--- src/hw/rtl/hkt_pkg.sv ---
`timescale 1ns / 1ps
// ----------------------------------------------------------------------------
// hkt_pkg
// Shared types and constants for the hashed key table.
// ----------------------------------------------------------------------------
package hkt_pkg;

  localparam int unsigned SLOTS_DEF = 256;
  localparam logic [63:0] FNV_BASIS = 64'hCBF2_9CE4_8422_2325;
  localparam logic [63:0] FNV_PRIME = 64'h0000_0100_0000_01B3;
  localparam logic [8:0] LOAD_LIMIT_RST = 9'd192;

  typedef enum logic [1:0] {
    MARK_EMPTY = 2'd0,
    MARK_USED  = 2'd1,
    MARK_TOMB  = 2'd2
  } mark_t;

  typedef enum logic [1:0] {
    REQ_INSERT = 2'd0,
    REQ_LOOKUP = 2'd1,
    REQ_DELETE = 2'd2
  } req_t;

  localparam logic [1:0] ST_OK      = 2'd0;
  localparam logic [1:0] ST_MISSING = 2'd1;
  localparam logic [1:0] ST_FULL    = 2'd2;

  typedef enum logic [2:0] {
    S_CLEAR,
    S_IDLE,
    S_HASH,
    S_PROBE_RD,
    S_PROBE_CHK,
    S_FINISH
  } state_t;

  // controller to datapath
  typedef struct packed {
    logic clr_step;
    logic capture;
    logic hash_step;
    logic probe_start;
    logic probe_adv;
    logic commit;
  } dp_cmd_t;

  // datapath to controller
  typedef struct packed {
    logic clr_done;
    logic last;
    logic req_probe;
    logic stop;
  } dp_stat_t;

endpackage

--- src/hw/rtl/hkt_ctrl.sv ---
`timescale 1ns / 1ps
// ----------------------------------------------------------------------------
// hkt_ctrl
// Sequencer: clearing pass, byte hashing, probe walk and result.
// ----------------------------------------------------------------------------
module hkt_ctrl
  import hkt_pkg::*;
(
  input  logic     clk,
  input  logic     rst,
  input  logic     start,
  input  dp_stat_t stat,
  output dp_cmd_t  cmd,
  output logic     busy
);

  state_t state, state_next;

  // hold state
  always_ff @(posedge clk) begin
    if (rst) state <= S_CLEAR;
    else     state <= state_next;
  end

  // next state and commands
  always_comb begin
    state_next = state;
    cmd = '0;
    busy = 1'b1;
    case (state)
      S_CLEAR: begin
        cmd.clr_step = 1'b1;
        if (stat.clr_done) state_next = S_IDLE;
      end
      S_IDLE: begin
        busy = 1'b0;
        if (start) begin
          cmd.capture = 1'b1;
          state_next = S_HASH;
        end
      end
      S_HASH: begin
        cmd.hash_step = 1'b1;
        if (!stat.last) state_next = S_IDLE;
        else            state_next = S_PROBE_RD;
      end
      S_PROBE_RD: begin
        if (!stat.req_probe) state_next = S_FINISH;
        else begin
          cmd.probe_start = 1'b1;
          state_next = S_PROBE_CHK;
        end
      end
      S_PROBE_CHK: begin
        if (stat.stop) state_next = S_FINISH;
        else begin
          cmd.probe_adv = 1'b1;
          state_next = S_PROBE_CHK;
        end
      end
      S_FINISH: begin
        cmd.commit = 1'b1;
        state_next = S_IDLE;
      end
      default: state_next = S_IDLE;
    endcase
  end

endmodule

--- config.mk ---
export PLATFORM = sky130hd
export DESIGN_NAME = hkt_ctrl
export DESIGN_NICKNAME = d
export VERILOG_FILES = /design/src/hw/rtl/hkt_pkg.sv /design/src/hw/rtl/hkt_ctrl.sv
export SDC_FILE = /design/constraint.sdc
export NUM_CORES = 1
export LEC_CHECK = 0
export BUFFER_PORTS_ARGS = -buffer_cell sky130_fd_sc_hd__buf_2
export CAP_MARGIN = 20
export CELL_PAD_IN_SITES_DETAIL_PLACEMENT = 1
export CELL_PAD_IN_SITES_GLOBAL_PLACEMENT = 1
export CORE_AREA = 3 3 40 42
export DETAILED_ROUTE_END_ITERATION = 7
export DIE_AREA = 0 0 43 45
export PLACE_DENSITY = 0.52
export SYNTH_ARGS = -nofsm -noshare
export SYNTH_HDL_FRONTEND = slang
export SYNTH_SLANG_ARGS = --single-unit
--- constraint.sdc ---
create_clock -name clk -period 3 [get_ports clk]
set_input_delay 0.15 -clock clk [delete_from_list [all_inputs] [get_ports clk]]
set_output_delay 0.15 -clock clk [all_outputs]
set_load 0.01 [all_outputs]
==> results.toml <==
[outcome]
status = "finished clean"

[detailed_routing]
wire_per_inst_um = 10.6
drc = 0
vias = 240
ant_nets = 0
vias_per_cell = 4.29
drtPass1Iterations = 3
totalWireLength_um = 596
dr.first_iter.drc_count = 2

[clocking]
cts_hold_buf = 0
clock_latency_ps = 230
cts_inserted_buffers = 3
clock_path_buffers = 2
clkTransAtPathRegs_ps = 30
cts_resized = 0
htreeDepth = 1
clockRootBuffer = "clkbuf_4"
cts_setup_buffers = 0
cts_tree = "yes"
clock-sinks = 3

[yosys]
synth_area_um2 = 248
synth_edf_count = 0
synth_top_flop_cell = "dfxtp_1"
async_flop_share = 0
synth_cell_types = 20
yosysTopAreaCell = "dfxtp_1"
yosys_warnings = 0
syn_nets = 34
yosysMostFrequentCell = "nor3_1"
ys_ff_latch = 3
synth_top_area_frac = 0.242
syn_inst = 27
yosys-top-cells-count = "nor3_1, dfxtp_1, nand2_1, nor2_1"
syn-mean-instance-area_um2 = 9.18
yosys-top-cells-area = "dfxtp_1, a2111oi_4, nor3_1"
ys_seq_area_frac = 0.242

[timing]
setup_viol = 0
grt_setup_unrepaired = "false"
clock_skew_ps = 0.571
period_needed_ps = 1440
maxSlewViolCount = 0
holdWs_ps = 137
hold_violations = 0
worst_pin_slew_ps = 435
max_clock_freq_mhz = 696
finalCritPeriodShare = 0.479
fin_setup_tns_ps = 0
relSlewSlack = 0.709

[cells_and_area]
drive_gt1_frac = 0.512
area_growth_pct = 34.8
largest_register_ffs = 3
fin_area_um2 = 334
utilization = 0.260
n_fill_cell = 163
antenna_cells = 0
ff_latch_area_um2 = 60.1
multi_input_area_um2 = 160
fin_cells = 56
nets = 49
regMostFlops = "state"
largestRegisters = "state: 3 flops"

[hold_path]
worstHoldStart = "rst"
min_path_type = "in -> reg"

[place]
dpl_cell_area_um2 = 308
place_congestion = 0.653
dp_hpwl_um = 471
placedCellCount = 52
io_buffers = 13

[global_route]
grt.overflow.total = 0
antenna_found_initial = 0
grt_max_degree = 13
grt_usage = 0.0706
grt_pass1_wl_um = 986
grt_pass1_vias = 231

[worst_setup_path]
endpoint_kind = "output pin"
crit_start = "state[1]$_SDFFE_PP0P_"
cp.arrival_ps = 1290
path_class = "reg -> out"
worstPathRequired_ps = 2850
cp_max_fo = 10
r2r-start = "state[2]$_SDFFE_PP0P_"
cp-start-kind = "flip-flop"

[die]
core-area_um2 = 1280
dieArea_um2 = 1940
io_pins = 14
initial_core_util = 0.193
dieHeight_um = 45
die_w_um = 43
rows = 13

[pwr]
powerDensity_nw_per_um2 = 442
leakagePower_nw = 0.144
vdd_drop_max_v = 0.000166

[run]
maxCapViolations = 0
-- placed cells by master (no fill, tap or decap) --
cell type,n
or3b_1,1
and3_1,1
clkbuf_1,1
dfxtp_1,3
nor4b_1,1
nor3b_1,1
nand3b_1,1
a21oi_1,1
inv_1,1
o21ai_2,1
nor2b_4,1
and3_4,1
nor4_2,1
a2111oi_4,1
o21a_1,1
nand2_1,2
clkbuf_4,3
nor3_1,4
buf_2,13
nor2_1,2
-- logic make-up after synthesis --
logic type / count (synthesis) / synth area share
buf+inv: 4 / 0.111
compound gates: 4 / 0.197
simple gates: 16 / 0.450
flops: 3 / 0.242
-- worst max-delay path: stages, from the launching register on --
cell and delay (ps):
dfxtp_1 500, nor2b_4 220, and3_4 210, buf_2 130
-- power breakdown --
group	total (mW)	internal, mW	switching [mW]
sequential	0.0502	0.0427	0.00746
combinational	0.0294	0.0157	0.0136
clock	0.0680	0.0497	0.0184
total	0.148	0.108	0.0395
-- worst paths after layout --
kind / to / slack, ps / cells past startpoint
setup / recovery: cmd[2] / 1560 / 3
hold / removal: state[0]$_SDFFE_PP0P_ / 140 / 2
setup reg to reg: state[0]$_SDFFE_PP0P_ / 1710 / 3
hold reg to reg: state[2]$_SDFFE_PP0P_ / 690 / 2
-- area by class of cell --
type	instances	share of cell area
Inverter	1	0.0112
Tap cell	15	0.0562
Timing Repair Buffer	13	0.195
Clock buffer	4	0.0787
Sequential cell	3	0.180
Multi-Input combinational cell	20	0.479
-- stage by stage --
stage	worst slack (ps)	total power, mW
final	1560	0.148
after global routing	1400	0.157
after CTS	1530	0.152
after detailed placement	1710	0.0810
after global placement	1740	0.0800
after floorplan	1880	0.0705
-- layer usage --
| metal | GRT usage | vias to the layer above | part of all wire |
|---|---|---|---|
| li1 | - | 125 | - |
| met1 | 0.0766 | 106 | 0.43 |
| met2 | 0.105 | 9 | 0.47 |
| met3 | 0.0239 | 0 | 0.091 |
| met4 | 0.0723 | 0 | 0 |
| met5 | 0 | - | 0 |
Note: power is estimated with default switching activity, not from simulation.
